==> config.mk <==
export PLATFORM = sky130hd
export DESIGN_NAME = integer_to_radix_text_top
export DESIGN_NICKNAME = d
export VERILOG_FILES = /design/src/rtl/core/itrt_pkg.sv /design/src/rtl/core/itrt_ram.sv /design/src/rtl/core/itrt_div.sv /design/src/rtl/core/itrt_dp.sv /design/src/rtl/core/itrt_ctrl.sv /design/src/rtl/core/integer_to_radix_text_top.sv
export SDC_FILE = /design/constraint.sdc
export NUM_CORES = 1
export LEC_CHECK = 0
export BUFFER_PORTS_ARGS = -buffer_cell sky130_fd_sc_hd__buf_2
export CAP_MARGIN = 25
export CORE_MARGIN = 1
export CORE_UTILIZATION = 59
export CTS_BUF_LIST = sky130_fd_sc_hd__clkbuf_4 sky130_fd_sc_hd__clkbuf_8
export CTS_CLUSTER_SIZE = 10
export DETAILED_ROUTE_END_ITERATION = 16
export PLACE_DENSITY = 0.81
export SLEW_MARGIN = 0
export SYNTH_ARGS = -nofsm -noshare
export SYNTH_HDL_FRONTEND = slang
export SYNTH_SLANG_ARGS = --single-unit
==> constraint.sdc <==
create_clock -name aclk -period 6.2 [get_ports aclk]
set_input_delay 0.93 -clock aclk [delete_from_list [all_inputs] [get_ports aclk]]
set_output_delay 0.93 -clock aclk [all_outputs]
set_load 0.1 [all_outputs]
==> src/rtl/core/itrt_pkg.sv <==
// ----------------------------------------------------------------------------
// itrt_pkg
// Shared constants, types and helpers for the integer to radix text block.
// ----------------------------------------------------------------------------
package itrt_pkg;

    localparam int MAX_RADIX  = 16;
    localparam int MAX_DIGITS = 32;
    localparam int DIGIT_W    = 4;
    localparam int ADDR_W     = 5;
    localparam int CNT_W      = 6;
    localparam int RADIX_W    = 5;
    localparam int ALPHA_W    = 64;
    localparam int VALUE_W    = 32;
    localparam int CHAR_W     = 8;
    localparam int CFG_IDX_W  = 2;

    localparam logic [CHAR_W-1:0] CHAR_PLUS  = 8'h2B;
    localparam logic [CHAR_W-1:0] CHAR_MINUS = 8'h2D;

    localparam logic [CFG_IDX_W-1:0] CFG_RADIX      = 2'd0;
    localparam logic [CFG_IDX_W-1:0] CFG_ALPHA_LOW  = 2'd1;
    localparam logic [CFG_IDX_W-1:0] CFG_ALPHA_HIGH = 2'd2;

    localparam logic [RADIX_W-1:0] RADIX_RESET      = 5'd10;
    localparam logic [ALPHA_W-1:0] ALPHA_LOW_RESET  = 64'h3736353433323130;
    localparam logic [ALPHA_W-1:0] ALPHA_HIGH_RESET = 64'h4645444342413938;

    // commands from controller to datapath
    typedef struct packed {
        logic load_in;
        logic init_conv;
        logic div_start;
        logic store_digit;
        logic load_idx;
        logic load_sign;
        logic load_char;
    } itrt_cmd_t;

    // status from datapath to controller
    typedef struct packed {
        logic base_ok;
        logic div_done;
        logic conv_end;
        logic neg;
        logic out_full;
        logic idx_zero;
    } itrt_stat_t;

    function automatic logic [CHAR_W-1:0] alpha_char(input logic [ALPHA_W-1:0] lo,
                                                     input logic [ALPHA_W-1:0] hi,
                                                     input logic [DIGIT_W-1:0] idx);
        logic [ALPHA_W-1:0] w;
        w = idx[DIGIT_W-1] ? hi : lo;
        return w[idx[DIGIT_W-2:0]*CHAR_W +: CHAR_W];
    endfunction

endpackage

==> src/rtl/core/itrt_ram.sv <==
// ----------------------------------------------------------------------------
// itrt_ram
// Generic single write port, single read port RAM with registered read.
// ----------------------------------------------------------------------------
module itrt_ram #(
    parameter int WIDTH = 4,
    parameter int DEPTH = 32
) (
    input  logic                     aclk,
    input  logic                     we,
    input  logic [$clog2(DEPTH)-1:0] waddr,
    input  logic [WIDTH-1:0]         wdata,
    input  logic [$clog2(DEPTH)-1:0] raddr,
    output logic [WIDTH-1:0]         rdata
);

    logic [WIDTH-1:0] mem [DEPTH];

    always_ff @(posedge aclk) begin
        if (we) begin
            mem[waddr] <= wdata;
        end
        rdata <= mem[raddr];
    end

endmodule

==> src/rtl/core/itrt_div.sv <==
// ----------------------------------------------------------------------------
// itrt_div
// Iterative restoring divider, 32-bit dividend by radix, four quotient bits
// per cycle.
// ----------------------------------------------------------------------------
module itrt_div
    import itrt_pkg::*;
(
    input  logic               aclk,
    input  logic               aresetn,
    input  logic               start,
    input  logic [VALUE_W-1:0] dividend,
    input  logic [RADIX_W-1:0] divisor,
    output logic               done,
    output logic [VALUE_W-1:0] quotient,
    output logic [DIGIT_W-1:0] remainder
);

    localparam int BITS_PER_STEP = 4;
    localparam int STEPS         = VALUE_W / BITS_PER_STEP;
    localparam int STEP_W        = $clog2(STEPS);

    logic [VALUE_W-1:0] quo_reg, quo_next;
    logic [DIGIT_W-1:0] rem_reg, rem_next;
    logic [STEP_W-1:0]  cnt_reg, cnt_next;
    logic               busy_reg, busy_next;
    logic               done_reg, done_next;
    logic [DIGIT_W:0]   trial;

    always_comb begin
        quo_next  = quo_reg;
        rem_next  = rem_reg;
        cnt_next  = cnt_reg;
        busy_next = busy_reg;
        done_next = 1'b0;
        trial     = '0;
        if (start) begin
            quo_next  = dividend;
            rem_next  = '0;
            cnt_next  = '0;
            busy_next = 1'b1;
        end else if (busy_reg) begin
            for (int k = 0; k < BITS_PER_STEP; k++) begin
                trial    = {rem_next, quo_next[VALUE_W-1]};
                quo_next = {quo_next[VALUE_W-2:0], 1'b0};
                if (trial >= divisor) begin
                    trial       = trial - divisor;
                    quo_next[0] = 1'b1;
                end
                rem_next = trial[DIGIT_W-1:0];
            end
            cnt_next = cnt_reg + 1'b1;
            if (cnt_reg == STEP_W'(STEPS - 1)) begin
                busy_next = 1'b0;
                done_next = 1'b1;
            end
        end
    end

    always_ff @(posedge aclk) begin
        if (!aresetn) begin
            busy_reg <= 1'b0;
            done_reg <= 1'b0;
            cnt_reg  <= '0;
        end else begin
            busy_reg <= busy_next;
            done_reg <= done_next;
            cnt_reg  <= cnt_next;
        end
        quo_reg <= quo_next;
        rem_reg <= rem_next;
    end

    assign done      = done_reg;
    assign quotient  = quo_reg;
    assign remainder = rem_reg;

endmodule

==> src/rtl/core/itrt_dp.sv <==
// ----------------------------------------------------------------------------
// itrt_dp
// Datapath: configuration registers, base check, divider, digit store and
// output register.
// ----------------------------------------------------------------------------
module itrt_dp
    import itrt_pkg::*;
(
    input  logic                 aclk,
    input  logic                 aresetn,
    input  itrt_cmd_t            cmd,
    output itrt_stat_t           st,
    input  logic                 cfg_we,
    input  logic [CFG_IDX_W-1:0] cfg_index,
    input  logic [ALPHA_W-1:0]   cfg_wdata,
    input  logic [VALUE_W-1:0]   s_tdata,
    output logic                 m_tvalid,
    input  logic                 m_tready,
    output logic [CHAR_W-1:0]    m_tdata,
    output logic                 m_tlast
);

    logic [RADIX_W-1:0] radix_reg;
    logic [ALPHA_W-1:0] alo_reg, ahi_reg;
    logic               base_ok_reg, base_ok_next;
    logic [CHAR_W-1:0]  chars [MAX_RADIX];

    logic [VALUE_W-1:0] val_reg;
    logic [VALUE_W-1:0] mag_calc;
    logic               neg_reg;
    logic [CNT_W-1:0]   dcount_reg, dcount_next;
    logic [CNT_W-1:0]   idx_reg, idx_next, rd_idx;

    logic               div_done;
    logic [VALUE_W-1:0] div_quo, div_dividend;
    logic [DIGIT_W-1:0] div_rem, rd_digit;

    logic               out_valid_reg, out_valid_next;
    logic [CHAR_W-1:0]  out_char_reg;
    logic               out_last_reg;

    // configuration
    always_ff @(posedge aclk) begin
        if (!aresetn) begin
            radix_reg <= RADIX_RESET;
            alo_reg   <= ALPHA_LOW_RESET;
            ahi_reg   <= ALPHA_HIGH_RESET;
        end else if (cfg_we) begin
            case (cfg_index)
                CFG_RADIX:      radix_reg <= cfg_wdata[RADIX_W-1:0];
                CFG_ALPHA_LOW:  alo_reg   <= cfg_wdata;
                CFG_ALPHA_HIGH: ahi_reg   <= cfg_wdata;
                default: ;
            endcase
        end
    end

    always_comb begin
        for (int i = 0; i < MAX_RADIX; i++) begin
            chars[i] = alpha_char(alo_reg, ahi_reg, DIGIT_W'(i));
        end
    end

    // base check over the first radix characters, registered
    always_comb begin
        base_ok_next = (radix_reg >= RADIX_W'(2)) && (radix_reg <= RADIX_W'(MAX_RADIX));
        for (int i = 0; i < MAX_RADIX; i++) begin
            if (RADIX_W'(i) < radix_reg) begin
                if (chars[i] == CHAR_PLUS || chars[i] == CHAR_MINUS) begin
                    base_ok_next = 1'b0;
                end
                for (int j = i + 1; j < MAX_RADIX; j++) begin
                    if (RADIX_W'(j) < radix_reg && chars[j] == chars[i]) begin
                        base_ok_next = 1'b0;
                    end
                end
            end
        end
    end

    always_ff @(posedge aclk) begin
        if (!aresetn) begin
            base_ok_reg <= 1'b0;
        end else begin
            base_ok_reg <= base_ok_next;
        end
    end

    // input and magnitude
    assign mag_calc = val_reg[VALUE_W-1] ? (VALUE_W'(0) - val_reg) : val_reg;

    always_ff @(posedge aclk) begin
        if (cmd.load_in) begin
            val_reg <= s_tdata;
        end
    end

    always_ff @(posedge aclk) begin
        if (!aresetn) begin
            neg_reg <= 1'b0;
        end else if (cmd.init_conv) begin
            neg_reg <= val_reg[VALUE_W-1];
        end
    end

    // divider
    assign div_dividend = cmd.init_conv ? mag_calc : div_quo;

    itrt_div u_div (
        .aclk      (aclk),
        .aresetn   (aresetn),
        .start     (cmd.div_start),
        .dividend  (div_dividend),
        .divisor   (radix_reg),
        .done      (div_done),
        .quotient  (div_quo),
        .remainder (div_rem)
    );

    // digit store, least significant digit first
    always_comb begin
        dcount_next = dcount_reg;
        if (cmd.init_conv) begin
            dcount_next = '0;
        end else if (cmd.store_digit) begin
            dcount_next = dcount_reg + 1'b1;
        end
    end

    always_ff @(posedge aclk) begin
        if (!aresetn) begin
            dcount_reg <= '0;
        end else begin
            dcount_reg <= dcount_next;
        end
    end

    assign rd_idx = idx_reg - 1'b1;

    itrt_ram #(
        .WIDTH (DIGIT_W),
        .DEPTH (MAX_DIGITS)
    ) u_store (
        .aclk  (aclk),
        .we    (cmd.store_digit),
        .waddr (dcount_reg[ADDR_W-1:0]),
        .wdata (div_rem),
        .raddr (rd_idx[ADDR_W-1:0]),
        .rdata (rd_digit)
    );

    // emit index counts down from the digit count
    always_comb begin
        idx_next = idx_reg;
        if (cmd.load_idx) begin
            idx_next = dcount_reg;
        end else if (cmd.load_char) begin
            idx_next = rd_idx;
        end
    end

    always_ff @(posedge aclk) begin
        if (!aresetn) begin
            idx_reg <= '0;
        end else begin
            idx_reg <= idx_next;
        end
    end

    // output register
    always_comb begin
        out_valid_next = out_valid_reg;
        if (cmd.load_sign || cmd.load_char) begin
            out_valid_next = 1'b1;
        end else if (m_tready) begin
            out_valid_next = 1'b0;
        end
    end

    always_ff @(posedge aclk) begin
        if (!aresetn) begin
            out_valid_reg <= 1'b0;
        end else begin
            out_valid_reg <= out_valid_next;
        end
        if (cmd.load_sign) begin
            out_char_reg <= CHAR_MINUS;
            out_last_reg <= 1'b0;
        end else if (cmd.load_char) begin
            out_char_reg <= alpha_char(alo_reg, ahi_reg, rd_digit);
            out_last_reg <= (idx_reg == CNT_W'(1));
        end
    end

    assign m_tvalid = out_valid_reg;
    assign m_tdata  = out_char_reg;
    assign m_tlast  = out_last_reg;

    always_comb begin
        st.base_ok  = base_ok_reg;
        st.div_done = div_done;
        st.conv_end = (div_quo == '0) || (dcount_reg == CNT_W'(MAX_DIGITS - 1));
        st.neg      = neg_reg;
        st.out_full = out_valid_reg;
        st.idx_zero = (idx_reg == '0);
    end

`ifndef SYNTHESIS
    a_count_bound: assert property (@(posedge aclk) disable iff (!aresetn)
        dcount_reg <= CNT_W'(MAX_DIGITS))
        else $error("digit count beyond store depth");

    a_store_after_div: assert property (@(posedge aclk) disable iff (!aresetn)
        cmd.store_digit |-> $past(div_done))
        else $error("digit stored without a finished division");

    a_char_has_digit: assert property (@(posedge aclk) disable iff (!aresetn)
        cmd.load_char |-> (idx_reg != '0) && !out_valid_reg)
        else $error("character loaded with no digit left or output busy");

    a_last_ends_run: assert property (@(posedge aclk) disable iff (!aresetn)
        (out_valid_reg && out_last_reg) |-> (idx_reg == '0))
        else $error("last character shown with digits still pending");
`endif

endmodule

==> src/rtl/core/itrt_ctrl.sv <==
// ----------------------------------------------------------------------------
// itrt_ctrl
// Controller: sequences input capture, base check, repeated division and
// character emission.
// ----------------------------------------------------------------------------
module itrt_ctrl
    import itrt_pkg::*;
(
    input  logic       aclk,
    input  logic       aresetn,
    input  logic       s_tvalid,
    output logic       s_tready,
    input  itrt_stat_t st,
    output itrt_cmd_t  cmd
);

    localparam logic [2:0] S_IDLE  = 3'd0;
    localparam logic [2:0] S_CHECK = 3'd1;
    localparam logic [2:0] S_DIV   = 3'd2;
    localparam logic [2:0] S_STORE = 3'd3;
    localparam logic [2:0] S_EMIT  = 3'd4;
    localparam logic [2:0] S_RD    = 3'd5;
    localparam logic [2:0] S_LOAD  = 3'd6;
    localparam logic [2:0] S_SEND  = 3'd7;

    logic [2:0] state_reg, state_next;

    assign s_tready = (state_reg == S_IDLE);

    always_comb begin
        state_next = state_reg;
        cmd        = '0;
        case (state_reg)
            S_IDLE: begin
                if (s_tvalid) begin
                    cmd.load_in = 1'b1;
                    state_next  = S_CHECK;
                end
            end
            S_CHECK: begin
                if (st.base_ok) begin
                    cmd.init_conv = 1'b1;
                    cmd.div_start = 1'b1;
                    state_next    = S_DIV;
                end else begin
                    state_next = S_IDLE;
                end
            end
            S_DIV: begin
                if (st.div_done) begin
                    state_next = S_STORE;
                end
            end
            S_STORE: begin
                cmd.store_digit = 1'b1;
                if (st.conv_end) begin
                    state_next = S_EMIT;
                end else begin
                    cmd.div_start = 1'b1;
                    state_next    = S_DIV;
                end
            end
            S_EMIT: begin
                cmd.load_idx = 1'b1;
                if (st.neg) begin
                    cmd.load_sign = 1'b1;
                    state_next    = S_SEND;
                end else begin
                    state_next = S_RD;
                end
            end
            S_RD: begin
                // store read address settles this cycle
                state_next = S_LOAD;
            end
            S_LOAD: begin
                cmd.load_char = 1'b1;
                state_next    = S_SEND;
            end
            S_SEND: begin
                if (!st.out_full) begin
                    state_next = st.idx_zero ? S_IDLE : S_RD;
                end
            end
            default: begin
                state_next = S_IDLE;
            end
        endcase
    end

    always_ff @(posedge aclk) begin
        if (!aresetn) begin
            state_reg <= S_IDLE;
        end else begin
            state_reg <= state_next;
        end
    end

endmodule

==> src/rtl/core/integer_to_radix_text_top.sv <==
// ----------------------------------------------------------------------------
// integer_to_radix_text_top
// Converts a signed 32-bit value to text in a configured radix, one
// character per output beat, most significant digit first.
// ----------------------------------------------------------------------------
// usage:
//   s_ channel carries one value per beat; m_ channel returns its characters,
//   a leading '-' for a negative value, m_tlast on the final digit.
//   cfg_we/cfg_index/cfg_wdata write radix (0), alphabet_low (1) and
//   alphabet_high (2) while the block is idle; other indexes are ignored.
// timing:
//   one value at a time; s_tready is high only when the block is idle.
//   each digit takes a division on the shared divider (8 iterations of 4
//   quotient bits each); once all digits are stored, each one is read,
//   loaded and handed over as a character, most significant first.
//   an invalid base gives no output and frees the input.
// reset:
//   aresetn low restores radix 10 and alphabet "0123456789ABCDEF" and drops
//   any conversion in progress; the digit store needs no clearing.
// stalls:
//   a character waits in the output register while m_tready is low and the
//   sequencer holds until it is taken.
// ----------------------------------------------------------------------------
module integer_to_radix_text_top
    import itrt_pkg::*;
(
    input  logic                 aclk,
    input  logic                 aresetn,
    input  logic                 s_tvalid,
    output logic                 s_tready,
    input  logic [VALUE_W-1:0]   s_tdata,   // value (signed)
    output logic                 m_tvalid,
    input  logic                 m_tready,
    output logic [CHAR_W-1:0]    m_tdata,   // out_char
    output logic                 m_tlast,
    input  logic                 cfg_we,
    input  logic [CFG_IDX_W-1:0] cfg_index,
    input  logic [ALPHA_W-1:0]   cfg_wdata
);

    itrt_cmd_t  cmd;
    itrt_stat_t st;

    itrt_ctrl u_ctrl (
        .aclk     (aclk),
        .aresetn  (aresetn),
        .s_tvalid (s_tvalid),
        .s_tready (s_tready),
        .st       (st),
        .cmd      (cmd)
    );

    itrt_dp u_dp (
        .aclk      (aclk),
        .aresetn   (aresetn),
        .cmd       (cmd),
        .st        (st),
        .cfg_we    (cfg_we),
        .cfg_index (cfg_index),
        .cfg_wdata (cfg_wdata),
        .s_tdata   (s_tdata),
        .m_tvalid  (m_tvalid),
        .m_tready  (m_tready),
        .m_tdata   (m_tdata),
        .m_tlast   (m_tlast)
    );

endmodule

Yosys cells after proc, flatten, opt, wreduce, memory -nomap -nowiden

Memory sizes are Yosys's and may differ from the RTL's. A register that Yosys moved wholly into a read port is not among the register bits.
Index checks and enable logic that the tools add are counted.

Bits in latches: 0
Memories: 1
Logic and storage cells: 572
RAM bits: 128
Output and inout port bits: 11
Register bits after elaboration: 233
Bits in read-only memories: 0
Bits of input ports: 103

Multiplexer cells: 199
$mul: 0
Order comparisons: 22
Bitwise gates (word level): 2
Reductions and logical operators: 154
Shifts and indexed selects: 1
Add/subtract/negate cells: 8
Eq/ne operators: 168
Div/mod/pow operators: 0

Memories:

| memory           | words | bits a word | rd ports | clocked after Yosys merged registers in | wr ports | RTL line       | RTL |
|---|---|---|---|---|---|---|---|
| u_dp.u_store.mem | 32    | 4           | 1        | 1                                       | 1        | itrt_ram.sv:17 | `logic [WIDTH-1:0] mem [DEPTH];` |

Operator list:

| operator                | count |
|---|---|
| $eq A8 B8 Y1            | 120 |
| $eq A8 B6 Y1 const B    | 32 |
| $mux W1                 | 171 |
| $mux W32                | 4 |
| $logic_and A1 B1 Y1     | 121 |
| $mux W64                | 1 |
| $shiftx A64 B7 Y8       | 1 |
| $lt A4 B5 Y1 const A    | 8 |
| $mux W4                 | 10 |
| $logic_not A32 Y1       | 1 |
| $sub A1 B32 Y32 const A | 1 |
| $pmux W3 S8             | 1 |
| $ge A5 B5 Y1            | 4 |
| $lt A3 B5 Y1 const A    | 4 |
| $logic_or A1 B1 Y1      | 18 |
| $sub A4 B4 Y4           | 4 |
| $eq A3 B3 Y1 const B    | 5 |
| $mux W3                 | 5 |
| $mux W6                 | 2 |
| $lt A1 B5 Y1 const A    | 2 |
| $lt A2 B5 Y1 const A    | 2 |
| $mux W2                 | 4 |
| $reduce_and A2 Y1       | 4 |
| $add A6 B1 Y6 const B   | 1 |
| 21 further kinds        | 28 |

Longest topological paths before layout

Depth in word-level cells: 154
Depth in mapped cells: 35
Depth with buffers taken out: 32

Modules after synthesis

A second synthesis with hierarchy kept.

Cells, all modules: 3141
Area total of the unflattened synthesis: 29485.8 um^2

Modules (own cells, without submodules):

| module    | instances | cells an instance | sequential area each (um^2) | area an instance (um^2) |
|---|---|---|---|---|
| itrt_dp   | 1         | 2658              | 4103.9                      | 21418.0 |
| itrt_ram  | 1         | 231               | 3923.8                      | 5138.7 |
| itrt_div  | 1         | 216               | 1141.1                      | 2622.5 |
| itrt_ctrl | 1         | 36                | 60.1                        | 306.5 |

Worst setup path before layout

Ideal clock, no wire load.

Path kind: register to register
Start: register u_dp.radix_reg[1]
End: register u_dp.u_div.rem_reg[3], in the netlist u_dp.u_div.remainder[3]
Path slack: -0.371 ns
Library setup time: 0.060 ns
Arrival time: 6.512 ns
Path buffers: 3
Clock period less this slack: 6.571 ns
Stages on the path, launching flop included: 35
Required time: 6.140 ns
Cell sequence: dfxtp_1 -> clkbuf_1 -> inv_1 -> ha_1 -> nor2b_1 -> o21ai_0 -> a21boi_0 -> o21ai_0 -> nand2b_1 -> clkbuf_1 -> o21ai_0 -> inv_1 -> ha_1 -> nor2b_1 -> o21ai_0 -> a21boi_0 -> o21ai_0 -> nand2b_1 -> clkbuf_1 -> mux2i_1 -> ha_1 -> nor2b_1 -> o21ai_0 -> nand3b_1 -> a21o_1 -> a21o_1 -> mux2i_1 -> ha_1 -> a21o_1 -> a21o_1 -> a21o_1 -> a21oi_1 -> a21boi_0 -> a21boi_0 -> o221a_2

Longest elaborated chain between the ends: 14
Elaborated cells between the ends (all ways): 18
Those cells by class: 4 x add/sub; 4 x order compare; 10 x mux

RTL lines:

| what                                          | RTL line                       | RTL |
|---|---|---|
| start: declaration                            | itrt_dp.sv:23                  | `logic [RADIX_W-1:0] radix_reg;` |
| start signal: assignment                      | itrt_dp.sv:50                  | `CFG_RADIX: radix_reg <= cfg_wdata[RADIX_W-1:0];` |
| $sub A4 B4 Y4 or $ge A5 B5 Y1 (tied branches) | itrt_div.sv:47, itrt_div.sv:46 |  |
| $mux W4                                       | itrt_div.sv:46                 | `if (trial >= divisor) begin` |
| $mux W4                                       | itrt_div.sv:42                 | `end else if (busy_reg) begin` |
| $mux W4                                       | itrt_div.sv:37                 | `if (start) begin` |
| $sub A4 B4 Y4 or $ge A5 B5 Y1 (tied branches) | itrt_div.sv:47, itrt_div.sv:46 |  |
| $mux W4                                       | itrt_div.sv:46                 |  |
| $mux W4                                       | itrt_div.sv:42                 |  |
| $mux W4                                       | itrt_div.sv:37                 |  |
| $ge A5 B5 Y1 or $sub A4 B4 Y4 (tied branches) | itrt_div.sv:46, itrt_div.sv:47 |  |
| $mux W4                                       | itrt_div.sv:46                 |  |
| $mux W4                                       | itrt_div.sv:42                 |  |
| $mux W4                                       | itrt_div.sv:37                 |  |
| $sub A4 B4 Y4 or $ge A5 B5 Y1 (tied branches) | itrt_div.sv:47, itrt_div.sv:46 |  |
| $mux W4 *                                     | itrt_div.sv:46                 |  |
| end signal: assignment                        | itrt_div.sv:71                 | `rem_reg <= rem_next;` |
| end: declaration                              | itrt_div.sv:24                 | `logic [DIGIT_W-1:0] rem_reg, rem_next;` |

Every way passes the cells marked *; elsewhere a longest branch is shown, timed or not. The select of a mux whose other input is x is not followed.
A chain may end at the register's enable or synchronous reset.

Worst setup path after layout

Same ends and word-level chain as after synthesis.

==> results.ini <==
[finish]
syn_to_final_growth_pct = 9.35
largest_reg_flops = 128
final_nets = 3209
drive_gt1_frac = 0.164
final_cells = 3740

[floorplanning]
die_x_um = 222
num_rows = 80
die_h_um = 222
pin_count = 114
dieArea_um2 = 49200
initial_core_util = 0.598
coreArea_um2 = 47600

[power]
switchingPower_uw = 2610
power_density_nw_per_um2 = 247
power_leakage_uw = 0.0106
seqPwrFrac = 0.372
comb_power_share = 0.346
peakVddDrop_v = 0.000378
clkPwrFrac = 0.281
p_int_uw = 5080
switching_share = 0.339

[global_routing]
antenna_found_initial = 5
grt_start_max_net_pins = 88
grt_pass1_vias = 25091
grt_first_pass_wirelength_mm = 154
grt_usage = 0.417
grt_overflow = 0

[drt]
drc_errors = 0
totalWireLength_mm = 104
ant_nets = 0
wl_per_cell_um = 27.8
via_per_inst = 6.85
vias = 25623
dr.first_iter.drc_count = 3802
drt_pass1_iterations = 7

[yosys]
syn-num-nets = 3213
syn_area_per_cell_um2 = 9.26
synth_cell_types = 64
synthTopCellsByArea = xnor2_1 22%, edfxtp_1 20%, dfxtp_1 12%
muxShareOfSynthArea = 0.0703
synthArstFlopShare = 0
synth_area_leader_cell = xnor2_1
synthCells = 3077
synth_area_um2 = 28500
yosysWarnings = 0
synth_edf_count = 192
synthAdderAreaFrac = 0.0156
synth_compound_area_frac = 0.0687
yosys.area_share.simple = 0.158
ys_seq_area_frac = 0.324
synth_top_family_by_area = XOR/XNOR gates
ys.flop_type = edfxtp_1
synth_seq_cells = 365
synth_top_area_share = 0.216
synth-xor-area-share = 0.313

[setup_path]
required_ns = 6.80
cp_num_buf_inv = 3
worstSetupPathDepth = 30
reg2reg_from = u_dp.radix_reg[1]
cp_top_family = compound AO/OA/AOI/OAI gates
crit_start = u_dp.radix_reg[1]
crit_arrival_ns = 6.36
cp_common_cell = a21o_1
end_kind = flip-flop
crit_type = reg -> reg
critical_path.max_fanout = 8
reg2reg_depth = 30
crit_slowest_cell = dfxtp_1
rrSetupSlack_ns = 0.44
r2r-end = u_dp.u_div.remainder[3]
slowest_delay_ns = 0.32
start_kind = flip-flop

[clock_network]
cts_root_buf = clkbuf_8
cts_tree = done
cts_made_buffers = 57
cts_hold_buf = 0
clkSlewWorstSetupHoldPaths_ns = 0.06
h-tree-depth = 2
clockBufferDepth = 3
insertion_delay_ns = 0.73
cts.sinks = 365

[worst_hold_path]
holdPathEnd = u_dp.val_reg[19]
worstHoldPathType = in -> reg
worstHoldStart = s_tdata[19]
holdPathStages = 1

[timing]
slew_viol_final = 0
setup_viol = 0
post-route-period-util = 0.930
finalHoldViolCount = 0
rsz0062_at_grt = false
period_minus_slack_ns = 5.76
fmax_mhz = 173
tightestPinTransition_ns = 1.19
finClkSkew_ns = 0.0501
relSlewSlack = 0.207
totalNegativeSetupSlack_ns = 0

[status]
status = finished clean

[placed_design]
dpl.hpwl_mm = 66.0
dp.cells = 3625
io_buffers = 113
gp_congestion = 1.05

[run]
drv_cap = 0

==> cell usage after synthesis (all sizes together), types with 4 or more instances <==
cell type / instances
edfxtp: 192
xnor2: 702
mux2i: 10
nand3: 80
o22ai: 6
nand2: 318
fa: 4
o31ai: 12
o22a: 4
nand4: 165
nand4b: 9
mux2: 9
buf: 99
o311ai: 5
o41ai: 6
nor2: 91
nor2b: 16
a21boi: 84
inv: 30
a41oi: 7
xor2: 315
a22o: 4
or4: 6
a31oi: 42
or3: 10
nor4b: 8
dfxtp: 173
or2: 6
a311oi: 4
ha: 29
o211ai: 5
mux4: 80
a21oi: 38
nor4: 106
o21ai: 45
nor3: 64
nand2b: 7
nand3b: 4
clkbuf: 249
a21o: 7
==> worst max path at each step <==
stage / to / slack, ns
2_1_floorplan: u_dp.u_div.remainder[3] / 0.02
3_3_place_gp: u_dp.u_div.remainder[3] / 0.11
3_5_place_dp: u_dp.u_div.remainder[3] / 0.09
4_1_cts: u_dp.u_div.remainder[3] / 0.03
5_1_grt: u_dp.u_div.remainder[1] / 0.02
6_report: u_dp.u_div.remainder[3] / 0.44
==> cell families (layout without fill, tap and decap cells) <==
logic type | count (synthesis) | count (layout)
compound gates | 287 | 287
xor+xnor | 1017 | 1017
fa+ha+maj | 33 | 33
buf+inv | 379 | 421
flops | 365 | 365
mux | 99 | 99
other cells | 0 | 6
simple gates | 897 | 897
==> per-stage QoR <==
step | util | hold WS [ns] | total power (uW) | setup WS, ns | cell area (um^2)
floorplan | - | 0.459 | 4720 | 0.0190 | 28500
global placement | 0.625 | 0.453 | 5380 | 0.106 | 29800
detailed placement | 0.626 | 0.460 | 5460 | 0.0859 | 29800
CTS | 0.652 | 0.381 | 7590 | 0.0342 | 31100
global route | 0.653 | 0.346 | 8010 | 0.0243 | 31100
finish | 0.654 | 0.395 | 7690 | 0.436 | 31100
==> cell type report <==
cell class / count / area [um^2]
well taps: 615 / 769
repair buffers: 285 / 1910
inverters: 31 / 116
clock inverters: 13 / 103
multi-input cells: 2333 / 17900
clock buffers: 92 / 1120
flip-flops and latches: 365 / 9230
fillers: 3749 / 16500
diodes: 6 / 15.0
==> power groups by stage <==
stage | clock, uW | sequential [uW] | combinational, uW
after floorplan | 0 | 2910 | 1810
after global placement | 0 | 2910 | 2470
after detailed placement | 0 | 2910 | 2540
after CTS | 2170 | 2860 | 2560
after global routing | 2280 | 2870 | 2860
final | 2160 | 2860 | 2660
==> routing by layer <==
layer,up-vias,track usage,share of wire
met2,2179,0.601,0.41
met3,655,0.149,0.15
met1,12174,0.539,0.37
li1,10613,-,-
met4,2,0.245,0.069
met5,-,0,0.00011
==> layout by cell type (no fill, tap or decap), drive strengths merged, types with 91 or more instances in the layout <==
master and instances:
nand4 165, xnor2 702, nor2 91, clkbuf 92
buf 285, nand2 318, edfxtp 192, nor4 106
dfxtp 173, xor2 315
==> timing repair <==
item / in CTS / in global routing
endpoints found under the hold margin: 0 / 0
setup buffers: 0 / 1
setup endpoints to repair: 0 / 5
gates resized for setup: 0 / 9
(Power assumes the default switching activity.)
